==> config.mk <==
export PLATFORM = sky130hd
export DESIGN_NAME = efk_ram
export DESIGN_NICKNAME = d
export VERILOG_FILES = /design/src/rtl/core/efk_ram.sv
export SDC_FILE = /design/constraint.sdc
export NUM_CORES = 1
export LEC_CHECK = 0
export ABC_CLOCK_PERIOD_IN_PS = 2500
export BUFFER_PORTS_ARGS = -buffer_cell sky130_fd_sc_hd__buf_2
export CORE_ASPECT_RATIO = 1.5
export CORE_MARGIN = 8
export CORE_UTILIZATION = 62
export DETAILED_ROUTE_END_ITERATION = 16
export GPL_TIMING_DRIVEN = 0
export PLACE_DENSITY = 0.79
export SLEW_MARGIN = 5
export SYNTH_ARGS = -nofsm -noshare
export SYNTH_HDL_FRONTEND = slang
export SYNTH_SLANG_ARGS = --single-unit
==> constraint.sdc <==
create_clock -name clk -period 2.5 [get_ports clk]
set_clock_uncertainty 0.05 [all_clocks]
set_input_delay 0.375 -clock clk [delete_from_list [all_inputs] [get_ports clk]]
set_output_delay 0.375 -clock clk [all_outputs]
set_load 0.02 [all_outputs]
==> src/rtl/core/efk_ram.sv <==
// simple dual port memory with registered read data
module efk_ram #(
  parameter int unsigned DEPTH = 64,
  parameter int unsigned W     = 6
) (
  input  logic                     clk,
  input  logic                     we,
  input  logic [$clog2(DEPTH)-1:0] waddr,
  input  logic [W-1:0]             wdata,
  input  logic [$clog2(DEPTH)-1:0] raddr,
  output logic [W-1:0]             rdata
);

  logic [W-1:0] mem [DEPTH];

  always_ff @(posedge clk) begin
    if (we) begin
      mem[waddr] <= wdata;
    end
  end

  always_ff @(posedge clk) begin
    rdata <= mem[raddr];
  end

endmodule

==> results by group <==
Cells and area
  – Post-layout util: 0.691
  – Layout Nets: 792
  – Non-Filler Instances: 1120
  – Synth-to-Final Area Change: 10.2%
  – Share of cells above drive strength 1: 0.230
  – Ant diodes: 0
  – Design area: around 17000 um^2

Min path
  – Hold Startpoint: raddr[5]
  – Hold depth: 3
  – Worst min path class: in -> reg
  – Hold endpoint: rdata[0]$_DFF_P_

Timing
  – # setup viols final: 0
  – Slew Viols, Final: 0
  – Final Cycle Share: 0.988
  – Slew margin rel.: 0.150
  – Worst slew pin tran: 1.27 ns
  – Period minus WS final: 2.47 ns
  – FMAX: ~400 MHz
  – Hold Vio Cnt, Final: 0
  – RSZ-0062 raised after global routing: no
  – Setup_tns: 0 ns
  – Hold_ws: 0.305 ns

Routing
  – DR pass1 iterations: 5
  – Final ANT Viol Nets: 0
  – Via-to-Cell Ratio: 6.90
  – Routed len/inst: 31.7 um
  – Drt drc: 0
  – Initial DRC count: 966
  – Final WL: 35500 um
  – Via count: 7725

Logic synthesis
  – Syn Inst Count: 720
  – Synthesized area per cell: 21.1 um^2
  – Sequential element share of the synthesized area: 0.765
  – Post-Synthesis Net Count: 740
  – Register bit total from synthesis: 390
  – Synthesized area: 15200 um^2
  – Synth cell types: 37
  – Syn. warnings: 0

Floorplanning
  – Die height: approximately 210 um
  – Rows: 70
  – Starting density of the core: 0.628
  – Die ar.: 29900 um^2
  – Die width: 144 um
  – Core ar.: between 20000 and 25000 um^2
  – Boundary Pins: 26

Pwr
  – Power Internal: 10.3 mW
  – Flop pwr share: 0.557
  – Power Dens Cells: ~780 nW/um^2
  – Comb pwr share: 0.055
  – Clock power share: 0.387
  – Sw frac: 0.206
  – Peak VDD IR: roughly 0.58 mV
  – Static Leak: 5.20 nW
  – Net switching power: approximately 2.7 mW

Worst setup path
  – CP startpoint kind: input port
  – CP arrival: 2.82 ns
  – Worst Reg-to-Reg Cells: 5
  – R2R Path Start: mem[40][0]$_DFFE_PP_
  – Worst-path fanout max: 10
  – Flop2flop setup slack: 0.58 ns
  – Critical Path Sink Type: flop
  – Worst Path Required: 2.84 ns
  – Worst R2R End: rdata[0]$_DFF_P_
  – Worst Setup Path Type: in -> reg

Placement
  – Input/output buffers: 16
  – DP HPWL: 22300 um
  – Placed inst area: 15700 um^2
  – Placed Cells: ~1.1k
  – Routability cong.: 0.885

CTS
  – Clk slew on worst S/H paths: 0.06 ns
  – Post-CTS setup buffers: 0
  – Clock latency at the later pin of the worst-skew pair: 0.51 ns
  – CTS HTree Levels: 2
  – Longest Clk Path Bufs: 3
  – Root Driver: clkbuf_16
  – # hold bufs at CTS: 0
  – CTS tree: built
  – TritonCTS Buffers: 34
  – CTS Sinks: between 300 and 400
  – Cts repair resizes: 0

Global routing
  – All-layer global routing usage: 0.246
  – Number of global-route vias before repair: 8057
  – Initial antenna violation count: 3
  – First-pass GRT wire length: 52300 um
  – Largest net degree at the start of global routing: 65
  – GRT Residual Overflow: 0

Job
  – Max Cap Viol: 0

Status
  – Outcome: complete, no violations
==> kinds of logic (layout without fill, tap and decap cells) <==
logic type / after synthesis / count (layout) / share of synthesized area
flip-flops: 390 / 390 / 0.765
AND/OR/NAND/NOR: 120 / 120 / 0.0367
multiplexers: 117 / 117 / 0.156
AO/OA/AOI/OAI: 54 / 54 / 0.0260
buffers and inverters: 39 / 115 / 0.0165
==> metal layers <==
layer,global-route usage,vias to the layer above,part of all wire
li1,-,3113,-
met1,0.310,3929,0.34
met2,0.405,546,0.51
met3,0.0445,131,0.098
met4,0.116,6,0.052
met5,0,-,0.0010
==> final cells by class <==
class	instances	area, um^2
multi-input cells	291	3320
flip-flops and latches	390	11700
repair buffers	16	80.1
well taps	324	405
fillers	1423	7490
clock inverters	15	86.3
plain buffers	39	251
clock buffers	45	976
==> worst max path at each step <==
stage,start,endpoint,slack (ns),depth (start not counted)
floorplan,raddr[0],rdata[0]$_DFF_P_,0.53,7
global placement,raddr[1],rdata[0]$_DFF_P_,-0.41,6
detailed placement,raddr[1],rdata[5]$_DFF_P_,-0.44,6
CTS,raddr[1],rdata[5]$_DFF_P_,0.08,6
global route,raddr[1],rdata[5]$_DFF_P_,0.06,6
finish,raddr[1],rdata[5]$_DFF_P_,0.03,6
==> synth_stat cells <==
library cell,number,area (um^2)
nand3_1,11,55.1
o221ai_1,9,78.8
a32o_1,3,30.0
nand2b_1,5,31.3
and2_0,1,6.26
clkbuf_1,16,60.1
nor2_1,67,251
a211oi_1,6,45.0
mux2i_1,15,150
mux4_1,6,158
o22a_1,6,52.6
nor3b_1,1,7.51
edfxtp_1,384,11500
nand4_1,2,12.5
or3_1,2,12.5
a21oi_1,6,30.0
buf_4,2,15.0
or2_2,2,12.5
nor3_1,5,25.0
o21ai_1,6,30.0
mux4_2,87,1960
o22ai_1,12,75.1
a22oi_1,2,15.0
dfxtp_1,6,120
nand2_1,8,30.0
nor2b_1,8,50.1
nand4b_1,1,8.76
mux2_2,9,101
buf_6,5,56.3
buf_8,1,15.0
a22oi_2,1,12.5
and3b_1,1,8.76
buf_12,2,40.0
nand3b_1,4,30.0
buf_2,13,65.1
a221oi_1,3,26.3
or3b_2,2,17.5
==> state kept, by name, summed over array words and instances, names as in the netlist <==
name   flops
mem      384
rdata      6
==> power groups by stage <==
stage	registers (mW)	logic (mW)	clock network, mW
global placement	7.39	0.685	0
finish	7.25	0.718	5.04
CTS	7.25	0.711	5.06
global route	7.25	0.750	5.28
floorplan	7.40	0.391	0
detailed placement	7.39	0.709	0
==> placed cells by master, fill, tap and decap left out, drive strengths merged <==
cell type and count:
bufinv 1, or2 2, a22oi 3, mux4 93, clkbuf 61, buf 39
nand4 2, clkinv 14, nor3b 1, nand4b 1, nand2 8, o221ai 9
dfxtp 6, and3b 1, o22ai 12, or3b 2, mux2i 15, or3 2
nor3 5, a21oi 6, a221oi 3, o22a 6, nor2b 8, mux2 9
edfxtp 384, nor2 67, a32o 3, a211oi 6, nand3b 4, nand3 11
nand2b 5, and2 1, o21ai 6
==> metrics by stage <==
step	power [mW]	setup WS [ns]
floorplan	7.79	0.529
global placement	8.07	-0.408
detailed placement	8.10	-0.435
CTS	13.0	0.0754
global route	13.3	0.0602
finish	13.0	0.0298
==> worst max-delay path: stages <==
cell,delay [ns]
clkbuf_1,0.37
clkbuf_1,0.78
mux4_2,0.43
a22oi_1,0.33
nand3_1,0.20
a32o_1,0.33
Power figures use the tool's default switching activity.
