File: src/rtl/core/efk_pkg.sv
// shared types and constants for the max flow core
package efk_pkg;

  localparam int unsigned FLOW_W   = 22;
  localparam int unsigned STATUS_W = 2;
  localparam int unsigned VCOUNT_W = 7;
  localparam int unsigned VID_W    = 6;
  localparam int unsigned ECAP_W   = 16;
  localparam int unsigned CFG_W    = 7;
  localparam int unsigned CFG_IDX_W = 2;

  localparam logic [STATUS_W-1:0] ST_OK    = 2'd0;
  localparam logic [STATUS_W-1:0] ST_UNSET = 2'd1;
  localparam logic [STATUS_W-1:0] ST_SAME  = 2'd2;

  localparam logic [CFG_IDX_W-1:0] CFG_VCOUNT = 2'd0;
  localparam logic [CFG_IDX_W-1:0] CFG_SOURCE = 2'd1;
  localparam logic [CFG_IDX_W-1:0] CFG_SINK   = 2'd2;

  typedef enum logic {
    ALU_ADD,
    ALU_SUB
  } alu_op_t;

endpackage

File: src/rtl/core/efk_alu.sv
// shared add, subtract and compare unit for residual capacities
module efk_alu #(
  parameter int unsigned W = 17
) (
  input  efk_pkg::alu_op_t op,
  input  logic [W-1:0]     a,
  input  logic [W-1:0]     b,
  output logic [W-1:0]     y,
  output logic             lt
);

  always_comb begin
    case (op)
      efk_pkg::ALU_ADD: y = a + b;
      efk_pkg::ALU_SUB: y = a - b;
      default:          y = a;
    endcase
    lt = (a < b);
  end

endmodule

File: config.mk
export PLATFORM = sky130hd
export DESIGN_NAME = efk_alu
export DESIGN_NICKNAME = d
export VERILOG_FILES = /design/src/rtl/core/efk_pkg.sv /design/src/rtl/core/efk_alu.sv
export SDC_FILE = /design/constraint.sdc
export NUM_CORES = 1
export LEC_CHECK = 0
export ABC_AREA = 0
export BUFFER_PORTS_ARGS = -buffer_cell sky130_fd_sc_hd__buf_2
export CAP_MARGIN = 10
export CELL_PAD_IN_SITES_DETAIL_PLACEMENT = 2
export CELL_PAD_IN_SITES_GLOBAL_PLACEMENT = 2
export CORE_ASPECT_RATIO = 1.4
export CORE_MARGIN = 4
export CORE_UTILIZATION = 25
export DETAILED_ROUTE_END_ITERATION = 12
export PLACE_DENSITY = 0.84
export SLEW_MARGIN = 20
export SYNTH_ARGS = -nofsm -noshare
export SYNTH_HDL_FRONTEND = slang
export SYNTH_SLANG_ARGS = --single-unit
File: constraint.sdc
create_clock -name vclk -period 1.8
set_input_delay 0.09 -clock vclk [all_inputs]
set_output_delay 0.09 -clock vclk [all_outputs]
set_load 0.01 [all_outputs]
==> results list, run 1 <==
- Xor-xnor portion of the synthesized cell area: 0.0739
* Req. time, crit path: 1.71 ns
* Number of filler cells placed in the layout: between 700 and 800
- By area, the combinational part of the netlist is dominated by compound AO/OA/AOI/OAI gates.
- Of the total synthesized cell area, the portion taken by AND, OR, NAND and NOR gates is 0.231.
- In the final layout, the share of cells above drive strength 1 is 0.630.
- Summing all non-filler instances in the final layout gives an area of approximately 3800 um2.
- The final hold violation count came to 0.
- In the post-route analysis, the smallest setup slack over all paths is -0.396 ns.
* Remaining number of nets flagged by the antenna check after routing: 0
- The first routing iteration left 130 violations.
* Number of maximum-capacitance constraint violations: 0
- Together, buffers and inverters on the worst path number 4.
* Post-Place Cell Area: 2770 um2
* Residual overflow from global routing: 0
* Synth Instances: 266
* Synthesized area: about 1800 um2
* Met3 Track Usage GR: 0.0243
- Counting distinct cell types in the post-synthesis netlist gives 52.
* Adder and majority gate portion of the synthesized area: 0.255
* Highest attainable clock frequency: 455 MHz
- Area of the core region: approximately 6900 um2
- Layout clock buffer count: 0
* WL/cell: 30.0 um
- Wire length of the first global-routing pass: 19,100 um
* Type of the worst setup path: in2out
- Entering global routing, the biggest net connects 15 pins.
- Most utilized layer in the global route result: met2
- Total power per unit cell area: 436 nW/um2
- Combined global-route utilization of all metal layers: 0.294
* Tmin final: ~2.2 ns
- Setup repair after global routing missed its margin: yes
- Number of sequential cells: 0
- Total leakage power: about 0.0016 uW
* Net count of the mapped netlist: ~340
- Top library cells by usage in the layout, fill and taps aside: buf_4 (88), buf_2 (42), inv_1 (22)
- Setup violations remaining at the end of the flow were counted as 14.
- Crit. End Element: primary output
- Share of the synthesized area in compound gates (AO/OA/AOI/OAI): 0.323
- After detailed routing, the number of vias per cell comes to roughly 5.7.
- The worst pin sits at a relative slew slack of 0.690.
- The worst hold path belongs to the class in2out.
* Source of the worst hold timing path: b[0]
* Vias after detailed routing: roughly 2,900
- Area occupied by multi-input gates: 2390 um2
- The critical path starts at b[5].
* GRT met1 Usage: 0.295
* Antenna violations before repair: 0
- Dividing the synthesized area by the synthesized cell count gives around 6.7 um2.
- Overall die width: between 70 and 80 um
* Fraction of the yosys area taken by sequential cells: 0
- The via count of the first global-routing pass is between 3,000 and 4,000.
* Arrival time at the worst endpoint: 2.11 ns
- 0 antenna diodes ended up in the layout.
- Startpoint type of the worst setup path: input pin
- Final total negative setup slack: -3.65 ns
- Most common cell after layout, fill and taps aside: buf_4
* Worst-case vdd ir drop: ~0.0002 V
* Die Height: about 110 um
- Yosys warns: 0
- Sum of routed wire length over all layers: 15,000 um
- Crit path cell chain: buf_8, inv_4, ha_4, buf_6, o21ai_2, nand2_1, o211ai_4, a21oi_4, a221o_1, a21oi_2, buf_2
* Boundary pin count: between 50 and 60
- Final layout net count: ~480
* Crit-path max cell delay: 0.39 ns
- Port Buffer Count: between 50 and 60
* Worst hold slack: about 0.57 ns
- On the critical path, the stage with the largest delay is an instance of a221o_1.
- In this run the worst path has a maximum fanout of 7.
* Count of placed standard cells in the final layout, fillers left out: about 500
- The initial utilization of the core area, before any placement, comes to 0.256.
* Worst Tran Pin Value: around 0.46 ns
- Measured against the total synthesized area, the mux share comes to 0.0113.
- Remaining routing DRC violations: 0
* Die area: 8540 um2
- In the global route stage, met2 resource usage came out at 0.577.
- Max-slew violation count: 0
- Cell family with most CP delay: compound AO/OA/AOI/OAI gates
- Total number of placement rows: 36
* Detailed-routing iteration count for the pre-antenna-repair pass: 4
* Area grow syn2layout: 111%
- The checks that failed: setup timing.
* Routability congestion estimate from global placement: approximately 0.87
- Across the whole layout, storage elements account for 0 um2.
- Tot Pwr: around 1600 uW
- Number of placed instances with taps included: a little under 500
- Fraction of the cycle the final worst path needs: 1.22
* Dpl hpwl: ~7900 um
* Run status: finished with violations
final cells by class:
class | instances | share of cell area
inverters | 31 | 0.0336
multi-input cells | 221 | 0.636
well taps | 95 | 0.0316
repair buffers | 151 | 0.299
per-layer routing:
layer / wire [um] / vias to the layer above
met1: 5040 / 1436
met4: 1120 / 0
met3: 517 / 71
met2: 8280 / 131
met5: 0 / -
li1: - / 1215
final timing paths:
check,endpoint,cells past startpoint
hold / removal,y[0],4
setup / recovery,lt,11
kinds of logic after synthesis:
logic type / Yosys count
buffers and inverters: 45
XOR/XNOR: 15
multiplexers: 2
AND/OR/NAND/NOR: 85
AO/OA/AOI/OAI: 84
adder cells (fa/ha/maj): 35
through the flow:
| stage | util | setup WS, ns |
|---|---|---|
| 2_1_floorplan | - | 0.000915 |
| 3_3_place_gp | 0.399 | -0.397 |
| 3_5_place_dp | 0.399 | -0.553 |
| 4_1_cts | 0.484 | -0.275 |
| 5_1_grt | 0.542 | -0.443 |
| 6_report | 0.542 | -0.396 |
cell usage after synthesis (all sizes together) (4+ instances only):
| master | count | area share |
|---|---|---|
| inv | 30 | 0.063 |
| nand3 | 6 | 0.017 |
| nor2 | 25 | 0.053 |
| xnor2 | 9 | 0.044 |
| a21oi | 24 | 0.068 |
| buf | 12 | 0.037 |
| o21bai | 4 | 0.017 |
| xor2 | 6 | 0.030 |
| nand2 | 20 | 0.042 |
| ha | 33 | 0.23 |
| a2111oi | 5 | 0.028 |
| a21o | 4 | 0.017 |
| o21ai | 15 | 0.042 |
| nor2b | 9 | 0.033 |
| nand2b | 4 | 0.014 |
| nor3 | 7 | 0.020 |
| o31ai | 4 | 0.017 |
where the power goes:
group | switching (uW) | internal [uW] | leakage (uW) | total [uW]
sequential | 0 | 0 | 0 | 0
clock | 0 | 0 | 0 | 0
combinational | 894 | 744 | 0.00165 | 1640
total | 894 | 744 | 0.00165 | 1640
what timing repair did:
action                                  in CTS  in global routing
hold buffers                                 0                  0
endpoints found under the hold margin        0                  0
endpoints found under the setup margin      14                 14
gates resized for setup                    116                 65
pin swaps                                   40                 40
buffers inserted                             9                  6
No activity file was read; power rests on OpenSTA's default activity.
==> run 2, diff against run 1 <==
--- a/config.mk
+++ b/config.mk
@@ -14,7 +14,7 @@
 export CORE_MARGIN = 4
 export CORE_UTILIZATION = 25
 export DETAILED_ROUTE_END_ITERATION = 12
-export PLACE_DENSITY = 0.84
+export PLACE_DENSITY = 0.81
 export SLEW_MARGIN = 20
 export SYNTH_ARGS = -nofsm -noshare
 export SYNTH_HDL_FRONTEND = slang
==> constraint.sdc (replaced) <==
create_clock -name vclk -period 2.05
set_input_delay 0.1025 -clock vclk [all_inputs]
set_output_delay 0.1025 -clock vclk [all_outputs]
set_load 0.01 [all_outputs]
==> run 2 against run 1 <==
Against the previous run:
- the run still ends with setup timing left
- power down 38%
- core utilization down 12 points
- non-clock buffer count down 36
- hold slack better by 0.033 ns
- global-route usage down 9.4 points
- final area down 22%
- die area unchanged
- wire length down 35%
- combinational power down 38%
- first-iteration DRC count down 12%
==> results list, run 2 (same netlist as run 1, synthesis figures left out) <==
- Number of maximum-capacitance constraint violations: 0 (unchanged)
- The critical path is of the in2out type.
- The final worst slack came to -0.406 ns (-0.00923 ns).
- Share of the core filled with cells in the final layout: 0.420 (-0.121)
- Die Height: 108 um (unchanged)
* Highest metal layer with signal wires: met4
* Area of the core region: 6940 um2 (unchanged)
- The total via count in the routed design came to 2,463 (-14%).
- The pin count of the biggest net entering global routing came to 16 (+1).
- The total power divided by cell area came to 351 nW/um2 (-20%).
- STA classifies the critical path endpoint as a primary output.
- The clock buffer count in the final layout was 0 (unchanged).
- Number of sequential cells: 0 (unchanged)
* Total number of placement rows: 36 (unchanged)
- Vias per std cell: 5.33 (-6.9%)
* Layout Cell Area excl Fill: 2920 um2 (-22%)
- Most common cell after layout, fill and taps aside: buf_4
* Remaining number of nets flagged by the antenna check after routing: 0 (unchanged)
* Fraction of the cycle the final worst path needs: 1.20
* Port Buffer Count: 53 (unchanged)
- Area grow syn2layout: 64.0%
- The register area was 0 um2 (unchanged).
- Overall die width: 79.3 um (unchanged)
- The worst path in the final design needs a cycle of 2.46 ns, including I/O delays and setup.
* Die area: 8540 um2 (unchanged)
- The number of setup violations in the final report came to 10 (-4).
- Startpoint type of the worst setup path: input pin
* Wire length of the first global-routing pass: 13,700 um (-28%)
- Sum of routed wire length over all layers: 9710 um (-35%)
- The via count of the first global-routing pass was 2,867 (-13%).
- Worst-case vdd ir drop: 0.000144 V (-26%)
- Setup repair after global routing missed its margin: yes
- Antenna violations before repair: 0 (unchanged)
- In the layout the commonest cells are buf_4 (58), buf_2 (50), inv_1 (27).
- The relative slew slack was 0.642 (-0.0485).
- The final net count is 439 (-7.6%).
- The amount of wire on met3 after detailed routing was 285 um (-45%).
- Residual overflow from global routing: 0 (unchanged)
- Diode insertion count for antenna repair: 0 (unchanged)
- The required time at the endpoint of the critical path is 1.95 ns (+0.24 ns).
- The final hold violation count came to 0 (unchanged).
- Post-Place Cell Area: 2510 um2 (-9.4%)
- Routability congestion estimate from global placement: 0.862 (-0.55%)
- The top-level port count was 53 (unchanged).
- Class of the tightest hold or removal check: in2out
- Hold-critical path depth: 4 (unchanged)
- Place WS: -0.322 ns (+0.230 ns)
- The first-iteration detailed-routing DRC count came to 114 (-12%).
* Max-slew violation count: 0 (unchanged)
- The static power due to leakage was 0.00138 uW (-16%).
* Violations in the final reports: setup timing
* Dpl hpwl: 6720 um (-15%)
- Run status: finished with violations
- The initial core utilization came to 0.256 (unchanged).
* Highest attainable clock frequency: a little over 400 MHz
- Total routed wire length on the met1 layer: 3390 um (-33%)
- Ratio of cells with drive above 1 in the final layout: 0.460 (-0.170)
* Worst Tran Pin Value: 0.532 ns (+0.0681 ns)
- Hold-fix buffers, CTS: 0 (unchanged)
* Arrival time at the worst endpoint: 2.35 ns (+0.24 ns)
- The length of routed met2 wiring was 5720 um (-31%).
- The number of iterations in the first detailed-routing pass came to 6 (+2).
- The post-route DRC violation count is 0 (unchanged).
* Maximum fanout along the worst path: 7 (unchanged)
* Final total negative setup slack: -1.13 ns (+2.52 ns)
- Combined global-route utilization of all metal layers: 0.200 (-0.0937)
* WL/cell: 21.0 um (-30%)
- Worst hold slack: 0.604 ns (+0.0334 ns)
run 2: changes by cell type in the layout (fill, tap and decap cells not counted), sizes merged:
cell,change
buf,-36
run 2: layout make-up:
cell class         instances  area (um2)
repair buffers           115         768
multi-input cells        221        1910
inverters                 31         119
fillers                  828        4020
well taps                 95         119
run 2: layer usage:
layer | global-route usage | vias to the layer above
li1 | - | 1143
met1 | 0.191 | 1217
met2 | 0.417 | 77
met3 | 0.0193 | 26
met4 | 0.0786 | 0
met5 | 0 | -
run 2: report_power, final:
group | switching [uW] | internal [uW] | leakage, uW
Clock | 0 | 0 | 0
Combinational | 562 | 460 | 0.00138
Sequential | 0 | 0 | 0
Total | 562 | 460 | 0.00138
run 2: worst paths after layout:
| kind | start | end | slack, ns |
|---|---|---|---|
| max | b[5] | y[15] | -0.41 |
| min | a[16] | lt | 0.60 |
run 2: per-stage QoR:
step	total power (uW)	instances
CTS	931	462
floorplan	454	266
global route	1100	462
finish	1020	462
global placement	795	456
detailed placement	830	456
run 2: worst max-delay path, cell delays in order:
cell       delay (ns)
buf_2            0.10
inv_2            0.05
ha_4             0.27
buf_4            0.19
o21ai_0          0.15
a2111oi_2        0.46
o21ai_0          0.32
a31oi_1          0.33
a21oi_1          0.09
xnor2_1          0.15
buf_2            0.15
run 2: repair_timing:
item,CTS,global route
buffers inserted,6,2
pin swaps,22,17
gates resized for setup,47,29
endpoints found under the setup margin,11,13
